### src/hdl/lik_pkg.sv
// Shared types, constants and the arctangent table for the leg solver.
package lik_pkg;

    localparam int QDEPTH   = 4;
    localparam int QPTR_W   = 2;
    localparam int CORDIC_W = 52;
    localparam int ANG_W    = 32;
    localparam int CENT_W   = 18;

    localparam logic [2:0] CFG_HIP     = 3'd0;
    localparam logic [2:0] CFG_THIGH   = 3'd1;
    localparam logic [2:0] CFG_SHIN    = 3'd2;
    localparam logic [2:0] CFG_MOUNT_X = 3'd3;
    localparam logic [2:0] CFG_MOUNT_Y = 3'd4;
    localparam logic [2:0] CFG_MOUNT_Z = 3'd5;
    localparam logic [2:0] CFG_SIDE    = 3'd6;

    // floor(v / 10000) == (v * RECIP_K) >> RECIP_SH for v < 2^29
    localparam logic signed [31:0] RECIP_K  = 32'sd879609303;
    localparam int                 RECIP_SH = 43;
    localparam logic [29:0]        ROUND_HALF = 30'd5000;

    localparam logic signed [ANG_W-1:0] ANG_P90 = 32'sd90000000;
    localparam logic signed [ANG_W-1:0] ANG_M90 = -32'sd90000000;

    typedef struct packed {
        logic               leg_ok;
        logic               mirror;
        logic signed [16:0] x;
        logic signed [16:0] y;
        logic signed [16:0] z;
    } lik_item_t;

    // atan(2^-i) in 1e-6 degree, rounded
    function automatic logic [25:0] atan_entry(input logic [4:0] i);
        logic [25:0] v;
        case (i)
            5'd0:  v = 26'd45000000;
            5'd1:  v = 26'd26565051;
            5'd2:  v = 26'd14036243;
            5'd3:  v = 26'd7125016;
            5'd4:  v = 26'd3576334;
            5'd5:  v = 26'd1789911;
            5'd6:  v = 26'd895174;
            5'd7:  v = 26'd447614;
            5'd8:  v = 26'd223811;
            5'd9:  v = 26'd111906;
            5'd10: v = 26'd55953;
            5'd11: v = 26'd27976;
            5'd12: v = 26'd13988;
            5'd13: v = 26'd6994;
            5'd14: v = 26'd3497;
            5'd15: v = 26'd1749;
            5'd16: v = 26'd874;
            5'd17: v = 26'd437;
            5'd18: v = 26'd219;
            5'd19: v = 26'd109;
            5'd20: v = 26'd55;
            5'd21: v = 26'd27;
            5'd22: v = 26'd14;
            5'd23: v = 26'd7;
            default: v = 26'd0;
        endcase
        return v;
    endfunction

endpackage

### src/hdl/lik_front.sv
// Front end: accept targets, remove the leg mount offset, apply side mirror.
module lik_front #(
    parameter int LEG_COUNT = 4
) (
    input  logic                    s_axis_tvalid,
    output logic                    s_axis_tready,
    input  logic [47:0]             s_axis_tdata,  // target_x, target_y, target_z
    input  logic [1:0]              s_axis_tuser,  // leg
    input  logic [63:0]             mount_x_table,
    input  logic [63:0]             mount_y_table,
    input  logic [63:0]             mount_z_table,
    input  logic [3:0]              side_mirror_bits,
    input  logic                    queue_full,
    output logic                    push_valid,
    output lik_pkg::lik_item_t      push_item
);

    logic signed [15:0] tx, ty, tz, mx, my, mz;
    logic signed [16:0] dy;
    logic               mir;

    always_comb
    begin
        tx  = signed'(s_axis_tdata[15:0]);
        ty  = signed'(s_axis_tdata[31:16]);
        tz  = signed'(s_axis_tdata[47:32]);
        mx  = signed'(mount_x_table[{s_axis_tuser, 4'b0000} +: 16]);
        my  = signed'(mount_y_table[{s_axis_tuser, 4'b0000} +: 16]);
        mz  = signed'(mount_z_table[{s_axis_tuser, 4'b0000} +: 16]);
        mir = side_mirror_bits[s_axis_tuser];
        dy  = 17'(ty) - 17'(my);

        push_item.leg_ok = ({1'b0, s_axis_tuser} < 3'(LEG_COUNT));
        push_item.mirror = mir;
        push_item.x      = 17'(tx) - 17'(mx);
        push_item.y      = mir ? -dy : dy;
        push_item.z      = 17'(tz) - 17'(mz);
    end

    assign s_axis_tready = !queue_full;
    assign push_valid    = s_axis_tvalid && !queue_full;

endmodule

### config.mk
export PLATFORM = sky130hd
export DESIGN_NAME = lik_front
export DESIGN_NICKNAME = d
export VERILOG_FILES = /design/src/hdl/lik_pkg.sv /design/src/hdl/lik_front.sv
export SDC_FILE = /design/constraint.sdc
export NUM_CORES = 1
export LEC_CHECK = 0
export BUFFER_PORTS_ARGS = -buffer_cell sky130_fd_sc_hd__buf_2
export CAP_MARGIN = 10
export CORE_AREA = 5 5 113 115
export DETAILED_ROUTE_END_ITERATION = 8
export DIE_AREA = 0 0 118 120
export PLACE_DENSITY_LB_ADDON = 0.25
export SKIP_LAST_GASP = 1
export SLEW_MARGIN = 20
export SYNTH_ARGS = -nofsm -noshare
export SYNTH_HDL_FRONTEND = slang
export SYNTH_SLANG_ARGS = --single-unit
### constraint.sdc
create_clock -name vclk -period 5
set_input_delay 0.5 -clock vclk [all_inputs]
set_output_delay 0.5 -clock vclk [all_outputs]
set_load 0.01 [all_outputs]
Word level (Yosys, flattened, before mapping)
Index checks and enable logic that the tools add are counted.

Bits in registers: 0. Latch bits: 0. Memory bits (writable): 0. Bits in read-only memories: 0. Input port bits: 248. Output and inout bits: 55. Logic and storage cells: 13. Memories kept: 0.

$add $sub $neg: 4. Multiply operators: 0. Divide/modulo/power cells: 0. Order comparisons: 1. Equality and inequality tests: 0. Shifts and indexed selects: 3. Muxes and demuxes: 3. Bitwise operators: 0. Reduce and logical (&&, ||, !) cells: 2.

Operators by type and width (count): indexed part select 64 x 7 -> 16 bit (3); subtractor 16 x 16 -> 17 bit (3); two-way mux 17 bit (1); negator 17 bit (1); less-than comparator 2 x 3 -> 1 bit (second input constant) (1); binary-select mux 1 bit (select 2 bit) (1); logical AND 1 bit (1); zero test 1 bit (1); two-way mux 1 bit (1).

Longest topological paths before layout
Depth after elaboration: 4. Depth in mapped cells: 15. Mapped depth without buffers: 12.

Least setup slack after synthesis
OpenSTA, ideal clock, no wires.

Kind: input-to-output. Start point: input port s_axis_tuser[0]. End point: output port push_item[33] (netlist name). Data arrival time: 4.155 ns. Required time: 4.500 ns. Slack: 0.345 ns. Cell stages on the path: 15. Path buffers: 3. Cell sequence: clkbuf_1 -> buf_2 -> buf_1 -> mux4_2 -> ha_1 -> inv_1 -> fa_1 -> a211oi_2 -> o211ai_2 -> a41oi_2 -> xnor2_1 -> nand2_1 -> nor4b_4 -> nand4_1 -> o311a_1.

RTL lines: start, declared (RTL line lik_front.sv:8) `input logic [1:0] s_axis_tuser,`; end, declared (RTL line lik_front.sv:15) `output lik_pkg::lik_item_t push_item`.

==> results.yml <==
outcome:
  outcome: "finished, final reports clean"
sta:
  fin_setup_tns_ns: 0
  setup_viol: 0
  period_needed_ns: 4.51
  rsz0062_at_grt: "no"
  drv_slew: 0
  max_freq_mhz: 222
  finalHoldViolations: 0
  period_share_pct: 90.1
  slew-limit-headroom_pct: 59.6
  tightest_slew_ns: 0.600
layout:
  nClkBuffers: 0
  seq_area_um2: 0
  final_nets: 1096
  utilization_pct: 50.1
  instances_no_fill: 941
  drive_gt1_share_pct: 48.7
  syn_to_final_growth_pct: 40.0
  seq_cells: 0
clock_tree:
  hold_buffers: 0
  postCtsSetupRepairBufs: 0
  post_cts_resized: 0
floorplan:
  initial_core_util_pct: 35.8
  die_x_um: 118
  die_h_um: 120
  fp.coreArea_mm2: 0.0117
  fp-row-count: 40
  ioPinCount: 303
  dieArea_mm2: 0.0142
routing:
  drc: 0
  firstDrtPassIters: 5
  wl_per_cell_um: 17.6
  wirelength_um: 16500
  viasPerCell: 5.38
  drtIter0Drc: 297
  dr_total_vias: 5067
  ant_nets: 0
power:
  p_per_area_mw_per_mm2: 180
  design_power_total_mw: 1.06
  vdd_drop_max_v: 0.000144
  p_leak_nw: 3.02
yosys:
  yosysMostFrequentCell: "inv_1"
  ys_seq_area_share_pct: 0
  synthesis.area_mm2: 0.00419
  syn_nets: 805
  yosysUniqueCellTypes: 75
  synth_top_cell_area_share_pct: 25.8
  synth.area.top_cells: "mux4_2 (26%), ha_1 (15%), inv_1 (6.5%)"
  synth_common_cells: "inv_1 (73), ha_1 (51), mux4_2 (48)"
  synth_warnings: 0
  syn_avg_cell_area_um2: 8.33
  syn_inst: 503
  yosysTopAreaCell: "mux4_2"
place:
  gp_congestion: 0.967
  place_inst: 939
  port_buffers: 302
  hpwl_um: 14900
setup_path:
  crit_slowest_cell: "mux4_2"
  critPathBufInv: 4
  critical_path.cell_chain: "buf_4, buf_4, mux4_2, inv_1, ha_1, o211ai_2, o211ai_2, a41oi_2, xnor2_1, nand2_1, nor4b_4, nand4_1, o311a_1, buf_2"
  path_max_fanout: 22
  required_ns: 4.50
  max_stage_delay_ns: 0.51
  critPathArrivalTime_ns: 4.01
  end_kind: "output port"
  path_class: "primary input to output port"
  cp-start-kind: "primary input"
  crit_family: "compound AO/OA/AOI/OAI gates"
grt:
  antenna_found_initial: 2
  grt_pass1_vias: 5244
  grt_start_max_net_pins: 23
  grt-ovfl-total: 0
  grt_pass1_wl_um: 25500
  grt_use_total_pct: 21.5
worst_hold_path:
  hold_class: "primary input to output port"
flow_run:
  cap_violations: 0
kinds of logic (layout without fill, tap and decap cells):
family	after synthesis	count (layout)	share of synthesized area, %
adder cells (fa/ha/maj)	54	54	16.7
AND/OR/NAND/NOR	151	151	20.0
XOR/XNOR	42	42	9.14
other	1	3	0.0895
buffers and inverters	95	384	8.81
multiplexers	52	52	26.8
AO/OA/AOI/OAI	108	108	18.5
power by group:
part / internal [mW] / leakage, nW / switching, mW
registers: 0 / 0 / 0
clock network: 0.0000000535 / 0.0000127 / 0
logic: 0.491 / 3.02 / 0.567
layout make-up:
class,count,area (µm²)
Fill cell,1153,5850
Multi-Input combinational cell,408,3820
Timing Repair Buffer,311,1580
Inverter,73,274
Tap cell,147,184
Antenna cell,2,5.00
through the flow:
step / hold WS (ns) / cell area (µm²) / setup slack [ns]
2_1_floorplan: 1.04 / 4190 / 0.345
3_3_place_gp: 1.24 / 5860 / 0.607
3_5_place_dp: 1.24 / 5860 / 0.464
4_1_cts: 1.24 / 5860 / 0.441
5_1_grt: 1.26 / 5860 / 0.172
6_report: 1.24 / 5860 / 0.495
final timing paths:
path / slack (ns) / from / endpoint / depth (start not counted)
setup / recovery: 0.49 / s_axis_tuser[0] / push_item[33] / 14
hold / removal: 1.24 / queue_full / s_axis_tready / 3
cells in the final DEF (no fill, tap or decap), types with 3 or more instances in the layout:
| cell | instances |
|---|---|
| and2_1 | 5 |
| xor2_1 | 11 |
| a311oi_1 | 4 |
| buf_2 | 301 |
| nand2_1 | 24 |
| ha_1 | 51 |
| o21bai_1 | 3 |
| or3_1 | 11 |
| xnor2_1 | 29 |
| nand3_1 | 14 |
| nor3b_1 | 3 |
| o311ai_1 | 3 |
| o21ai_0 | 20 |
| a21boi_0 | 3 |
| buf_4 | 10 |
| inv_1 | 73 |
| o21ai_1 | 3 |
| nand2b_1 | 11 |
| mux4_2 | 48 |
| fa_1 | 3 |
| nand4_1 | 3 |
| and3_1 | 4 |
| mux2i_1 | 3 |
| nor2b_1 | 11 |
| nor4_1 | 3 |
| nor3_1 | 16 |
| o31ai_1 | 5 |
| a21oi_1 | 25 |
| nor2_1 | 31 |
| a2111oi_0 | 3 |
tightest hold or removal path, stage by stage:
cell   delay [ns]
buf_2        0.09
inv_1        0.03
buf_2        0.12
routing by layer:
metal	vias up	global-route usage (%)	wire [µm]
li1	2456	-	-
met1	2392	25.6	6550
met2	195	41.7	8750
met3	24	1.98	879
met4	0	4.66	350
met5	-	0	0
(Power assumes the default switching activity.)
