===== config.mk =====
export PLATFORM = sky130hd
export DESIGN_NAME = lik_queue
export DESIGN_NICKNAME = d
export VERILOG_FILES = /design/src/hdl/lik_pkg.sv /design/src/hdl/lik_queue.sv
export SDC_FILE = /design/constraint.sdc
export NUM_CORES = 1
export LEC_CHECK = 0
export ABC_AREA = 1
export BUFFER_PORTS_ARGS = -buffer_cell sky130_fd_sc_hd__buf_2
export CELL_PAD_IN_SITES_DETAIL_PLACEMENT = 2
export CELL_PAD_IN_SITES_GLOBAL_PLACEMENT = 2
export CORE_MARGIN = 2
export CORE_UTILIZATION = 39
export CTS_CLUSTER_DIAMETER = 60
export DETAILED_ROUTE_END_ITERATION = 7
export PLACE_DENSITY = 0.89
export SLEW_MARGIN = 20
export SYNTH_ARGS = -nofsm -noshare
export SYNTH_HDL_FRONTEND = slang
export SYNTH_SLANG_ARGS = --single-unit

===== constraint.sdc =====
create_clock -name clk -period 4.3 [get_ports clk]
set_input_delay 0.43 -clock clk [delete_from_list [all_inputs] [get_ports clk]]
set_output_delay 0.43 -clock clk [all_outputs]
set_load 0.005 [all_outputs]

===== src/hdl/lik_pkg.sv =====
// Shared types, constants and the arctangent table for the leg solver.
package lik_pkg;

    localparam int QDEPTH   = 4;
    localparam int QPTR_W   = 2;
    localparam int CORDIC_W = 52;
    localparam int ANG_W    = 32;
    localparam int CENT_W   = 18;

    localparam logic [2:0] CFG_HIP     = 3'd0;
    localparam logic [2:0] CFG_THIGH   = 3'd1;
    localparam logic [2:0] CFG_SHIN    = 3'd2;
    localparam logic [2:0] CFG_MOUNT_X = 3'd3;
    localparam logic [2:0] CFG_MOUNT_Y = 3'd4;
    localparam logic [2:0] CFG_MOUNT_Z = 3'd5;
    localparam logic [2:0] CFG_SIDE    = 3'd6;

    // floor(v / 10000) == (v * RECIP_K) >> RECIP_SH for v < 2^29
    localparam logic signed [31:0] RECIP_K  = 32'sd879609303;
    localparam int                 RECIP_SH = 43;
    localparam logic [29:0]        ROUND_HALF = 30'd5000;

    localparam logic signed [ANG_W-1:0] ANG_P90 = 32'sd90000000;
    localparam logic signed [ANG_W-1:0] ANG_M90 = -32'sd90000000;

    typedef struct packed {
        logic               leg_ok;
        logic               mirror;
        logic signed [16:0] x;
        logic signed [16:0] y;
        logic signed [16:0] z;
    } lik_item_t;

    // atan(2^-i) in 1e-6 degree, rounded
    function automatic logic [25:0] atan_entry(input logic [4:0] i);
        logic [25:0] v;
        case (i)
            5'd0:  v = 26'd45000000;
            5'd1:  v = 26'd26565051;
            5'd2:  v = 26'd14036243;
            5'd3:  v = 26'd7125016;
            5'd4:  v = 26'd3576334;
            5'd5:  v = 26'd1789911;
            5'd6:  v = 26'd895174;
            5'd7:  v = 26'd447614;
            5'd8:  v = 26'd223811;
            5'd9:  v = 26'd111906;
            5'd10: v = 26'd55953;
            5'd11: v = 26'd27976;
            5'd12: v = 26'd13988;
            5'd13: v = 26'd6994;
            5'd14: v = 26'd3497;
            5'd15: v = 26'd1749;
            5'd16: v = 26'd874;
            5'd17: v = 26'd437;
            5'd18: v = 26'd219;
            5'd19: v = 26'd109;
            5'd20: v = 26'd55;
            5'd21: v = 26'd27;
            5'd22: v = 26'd14;
            5'd23: v = 26'd7;
            default: v = 26'd0;
        endcase
        return v;
    endfunction

endpackage


===== src/hdl/lik_queue.sv =====
// Short queue between the front end and the solver.
module lik_queue (
    input  logic                clk,
    input  logic                rst_n,
    input  logic                push_valid,
    input  lik_pkg::lik_item_t  push_item,
    output logic                full,
    input  logic                pop,
    output logic                head_valid,
    output lik_pkg::lik_item_t  head_item
);

    localparam int PW = lik_pkg::QPTR_W;

    lik_pkg::lik_item_t mem_reg [lik_pkg::QDEPTH];
    logic [PW-1:0] wr_ptr_reg, wr_ptr_next, rd_ptr_reg, rd_ptr_next;
    logic [PW:0]   count_reg, count_next;
    logic          do_push, do_pop;

    assign full       = (count_reg == (PW+1)'(lik_pkg::QDEPTH));
    assign head_valid = (count_reg != '0);
    assign head_item  = mem_reg[rd_ptr_reg];
    assign do_push    = push_valid && !full;
    assign do_pop     = pop && head_valid;

    always_comb
    begin
        wr_ptr_next = do_push ? wr_ptr_reg + 1'b1 : wr_ptr_reg;
        rd_ptr_next = do_pop ? rd_ptr_reg + 1'b1 : rd_ptr_reg;
        count_next  = count_reg + (PW+1)'(do_push) - (PW+1)'(do_pop);
    end

    always_ff @(posedge clk or negedge rst_n)
    begin
        if (!rst_n)
        begin
            wr_ptr_reg <= '0;
            rd_ptr_reg <= '0;
            count_reg  <= '0;
        end
        else
        begin
            wr_ptr_reg <= wr_ptr_next;
            rd_ptr_reg <= rd_ptr_next;
            count_reg  <= count_next;
        end
    end

    always_ff @(posedge clk)
    begin
        if (do_push)
        begin
            mem_reg[wr_ptr_reg] <= push_item;
        end
    end

endmodule


-- Word-level counts from Yosys, hierarchy flattened
Memories as Yosys holds them, arrays and structs flattened.
Cells that the tools add are included.
W data, S select, Z words.
- bits in writable memories: 212
- input port bits: 57
- word-level logic and storage cells: 15
- output and inout port bits: 55
- memories: 1
- flip-flop bits (word level): 7
- reductions and logical operators: 4
- multiplexer cells: 2
- add/subtract/negate cells: 4
- equal/unequal tests: 1
- memories (memory ; words ; width ; rd ports ; clocked after Yosys merged registers in ; write ports ; RTL line ; text):
    mem_reg ; 4 ; 53 ; 1 ; 0 ; 1 ; lik_queue.sv:15 ; lik_pkg::lik_item_t mem_reg [lik_pkg::QDEPTH];
- operators by type and width (cell ; count):
    $add A2 B1 Y2 const B ; 2
    $add A3 B1 Y3 ; 1
    $eq A3 B3 Y1 const B ; 1
    $reduce_bool A3 Y1 ; 1
    $sub A3 B1 Y3 ; 1
    $logic_and A1 B1 Y1 ; 2
    $mux W1 ; 2
    $logic_not A1 Y1 ; 1

-- Logic depth before layout (Yosys ltp)
- depth in word-level cells: 5
- depth in mapped cells: 12
- depth with buffers taken out: 12

-- Worst setup path after synthesis
Ideal clock, no wire load.
- path kind: register to register
- start point: register count_reg[1]
- end point: memory mem_reg[0][0] (netlist name) (enable)
- stages on the path, launching flop included: 5
- period minus slack after synthesis: 3409 ps
- library setup time: 464 ps
- slack: 891 ps
- arrival time: 2945 ps
- cell sequence: dfrtp_1 -> nor2_1 -> nand2_1 -> nand2_1 -> nor2_1
- cells in the longest elaborated chain, start to end: 5
- RTL lines (item ; RTL line ; text):
    start: declaration ; lik_queue.sv:17 ; logic [PW:0] count_reg, count_next;
    start signal: assignment ; lik_queue.sv:45 ; count_reg <= count_next;
    $eq A3 B3 Y1 ; lik_queue.sv:20 ; assign full = (count_reg == (PW+1)'(lik_pkg::QDEPTH));
    $logic_not A1 Y1 ; lik_queue.sv:23 ; assign do_push = push_valid && !full;
    $logic_and A1 B1 Y1 ; lik_queue.sv:23 ;
    $mux W1 ; lik_queue.sv:51 ; if (do_push)
    $mux W1 (not written as such) ; lik_queue.sv:53 ; mem_reg[wr_ptr_reg] <= push_item;
    end: declaration ; lik_queue.sv:15 ;
No other way between the ends.

==> run summary <==
Finish-stage setup viols - 0
status - finished clean
Reg clk slew, reported paths - 60 ps
setup total negative slack - 0 ps
Setup crit end kind - output pin
crit path max-delay cell type - dfrtp_4
CTS tree - done
post-synthesis simple-gate area fraction - 12.7%
RSZ-0062 raised after global routing - false
#FFs+latches synth - 219
via count - 5678
met1 Use GR - 22.3%
Ys Warns - 0
Post-Syn Area - 8770 µm²
worst skew pair latency - 510 ps
area of the die - 23700 µm²
XOR/XNOR Fraction of Synth Area - 0%
Power Total - 7.37 mW
critical path depth - 6
largest net degree at the start of global routing - 87
syn_nets - 794
met3 usage - 2.59%
global-route wire length before repair - 35.7 mm
layout cells sized above 1 - 18.6%
fin util - 47.2%
Netlist cell types - 16
PD cells - 710 nW/µm²
leak pwr - 4.18 nW
element type at the critical path start - flip-flop
Rel. slew slack - 35.8%
Filler Cell Count - 2229
DRT antenna net count - 0
fmax - 298 MHz
PostCTS Resize Cnt - 0
Top delay family on crit path - flip-flops
WP data required - 3870 ps
grt peak-use layer - met2
CTS Buf Count - 24
FF-to-FF path depth - 5
post-synthesis adder-cell area fraction - 1.08%
antenna cells - 0
Most Frequent Cell on Critical Path - nor2_1
Hold Crit Class - input pin to flip-flop
grt ovf - 0
initial cell density of the core - 39.9%
crit path cell chain - buf_4, nor2_1, nor2_1, o21ai_0, nand2_1, buf_2
initial drt markers - 308
routed vias/inst - 4.99
fin nets - 905
crit-path max FO - 86
routed len/inst - 20.0 µm
residual DRC count - 0
largest family of logic cells by synthesized area - simple AND/OR/NAND/NOR gates
total core area - 22000 µm²
WP data arrival - 2920 ps
sequential cell area - 6550 µm²
initial antenna violation count - 1
Clock Tree Root - clkbuf_16
mux contribution to synthesized area - 0%
Synth Area in Compound Gates - 6.05%
DIE WIDTH - 154 µm
MaxCap Viol Count - 0
Avg Cell Area, Syn - 12.0 µm²
commonest cells after routing, fill and taps aside - edfxtp_1, nand2_1, buf_2
Pins Over Slew Limit - 0
Slew @ Worst Pin - 960 ps
port buffer count - 111
GPL Wtd Cong - 0.748
commonest non-fill, non-tap cell in the layout - edfxtp_1
max incr delay on CP - 900 ps
Tmin final - 3350 ps
Setup CP Type - flip-flop to output pin
Post-DP Area - 9580 µm²
IO Count - 112
area of the multi-input gates - 1770 µm²
DRT Pass-1 Iters - 4
max reg flops - 212
Worst Clk Skew - 10.9 ps
Die H - 154 µm
vias in the first global route - 6510
endpoints failing hold - 0
Hold Path Depth - 1
sequential area share after synthesis - 74.6%
final WL - 22.8 mm
GRT Overall Usage - 19.5%
row cnt - 54
clk buf depth - 3
VDD IR max - 0.392 mV
clock sink count - 219
final worst path period share - 78.0%
crit path buf inv count - 2
GRT met2 Usage - 38.3%
Syn Inst Count - 730
Area Growth Syn to Fin - 18.2%
htree depth - 1
detailed-placement wirelength estimate - 14.3 mm
Final Cell Area - 10400 µm²
-- cells in the mapped netlist, drive strengths merged --
master  instances  area [µm²]
buf            23         188
clkbuf         11        45.0
dfrtp           7         175
edfxtp        212        6370
fa              1        20.0
ha              6        75.1
inv            70         263
nand2         178         668
nand3           5        25.0
nor2          111         417
o21ai         106         531
-- final cells by class --
type	instances	area share (%)
Sequential cell	219	63.1
Multi-Input combinational cell	407	17.0
Timing Repair Buffer	119	6.44
Clock buffer	29	6.18
Tap cell	280	3.38
Inverter	70	2.55
Clock inverter	13	1.33
-- per-stage QoR --
step	cells	setup WS, ps	hold WS (ps)
floorplan	730	891	134
global placement	1094	1600	283
detailed placement	1094	1450	282
CTS	1137	866	115
global route	1137	696	126
finish	1137	946	131
-- timing repair --
| item | 4_1_cts | 5_1_grt |
|---|---|---|
| hold buffers | 1 | 0 |
| endpoints found under the hold margin | 7 | 0 |
| setup buffers | 0 | 0 |
-- power breakdown --
group | internal, mW | switching [mW] | total (mW)
Combinational | 0.753 | 1.52 | 2.28
Clock | 1.23 | 0.815 | 2.05
Sequential | 2.82 | 0.227 | 3.04
-- cell families (layout without fill, tap and decap cells) --
group / Yosys count / count (layout)
compound gates: 106 / 106
simple gates: 294 / 294
flops: 219 / 219
buf+inv: 104 / 231
fa+ha+maj: 7 / 7
-- worst paths after layout --
kind                                  endpoint     startpoint  slack [ps]
min in group asynchronous         count_reg[2]          rst_n         290
worst min-delay path            mem_reg[3][40]  push_item[40]         130
worst max register to register  mem_reg[1][35]   count_reg[1]        1870
max in group asynchronous        rd_ptr_reg[0]          rst_n        3820
worst max-delay path              head_item[2]  rd_ptr_reg[0]         950
worst min register to register   rd_ptr_reg[1]  rd_ptr_reg[1]         500
-- layer usage --
layer  vias up  wire length (µm)
li1       2665                 -
met1      2866              8930
met2       115             12700
met3        30               663
met4         2               455
met5         -                13
Note: power is estimated with default switching activity, not from simulation.
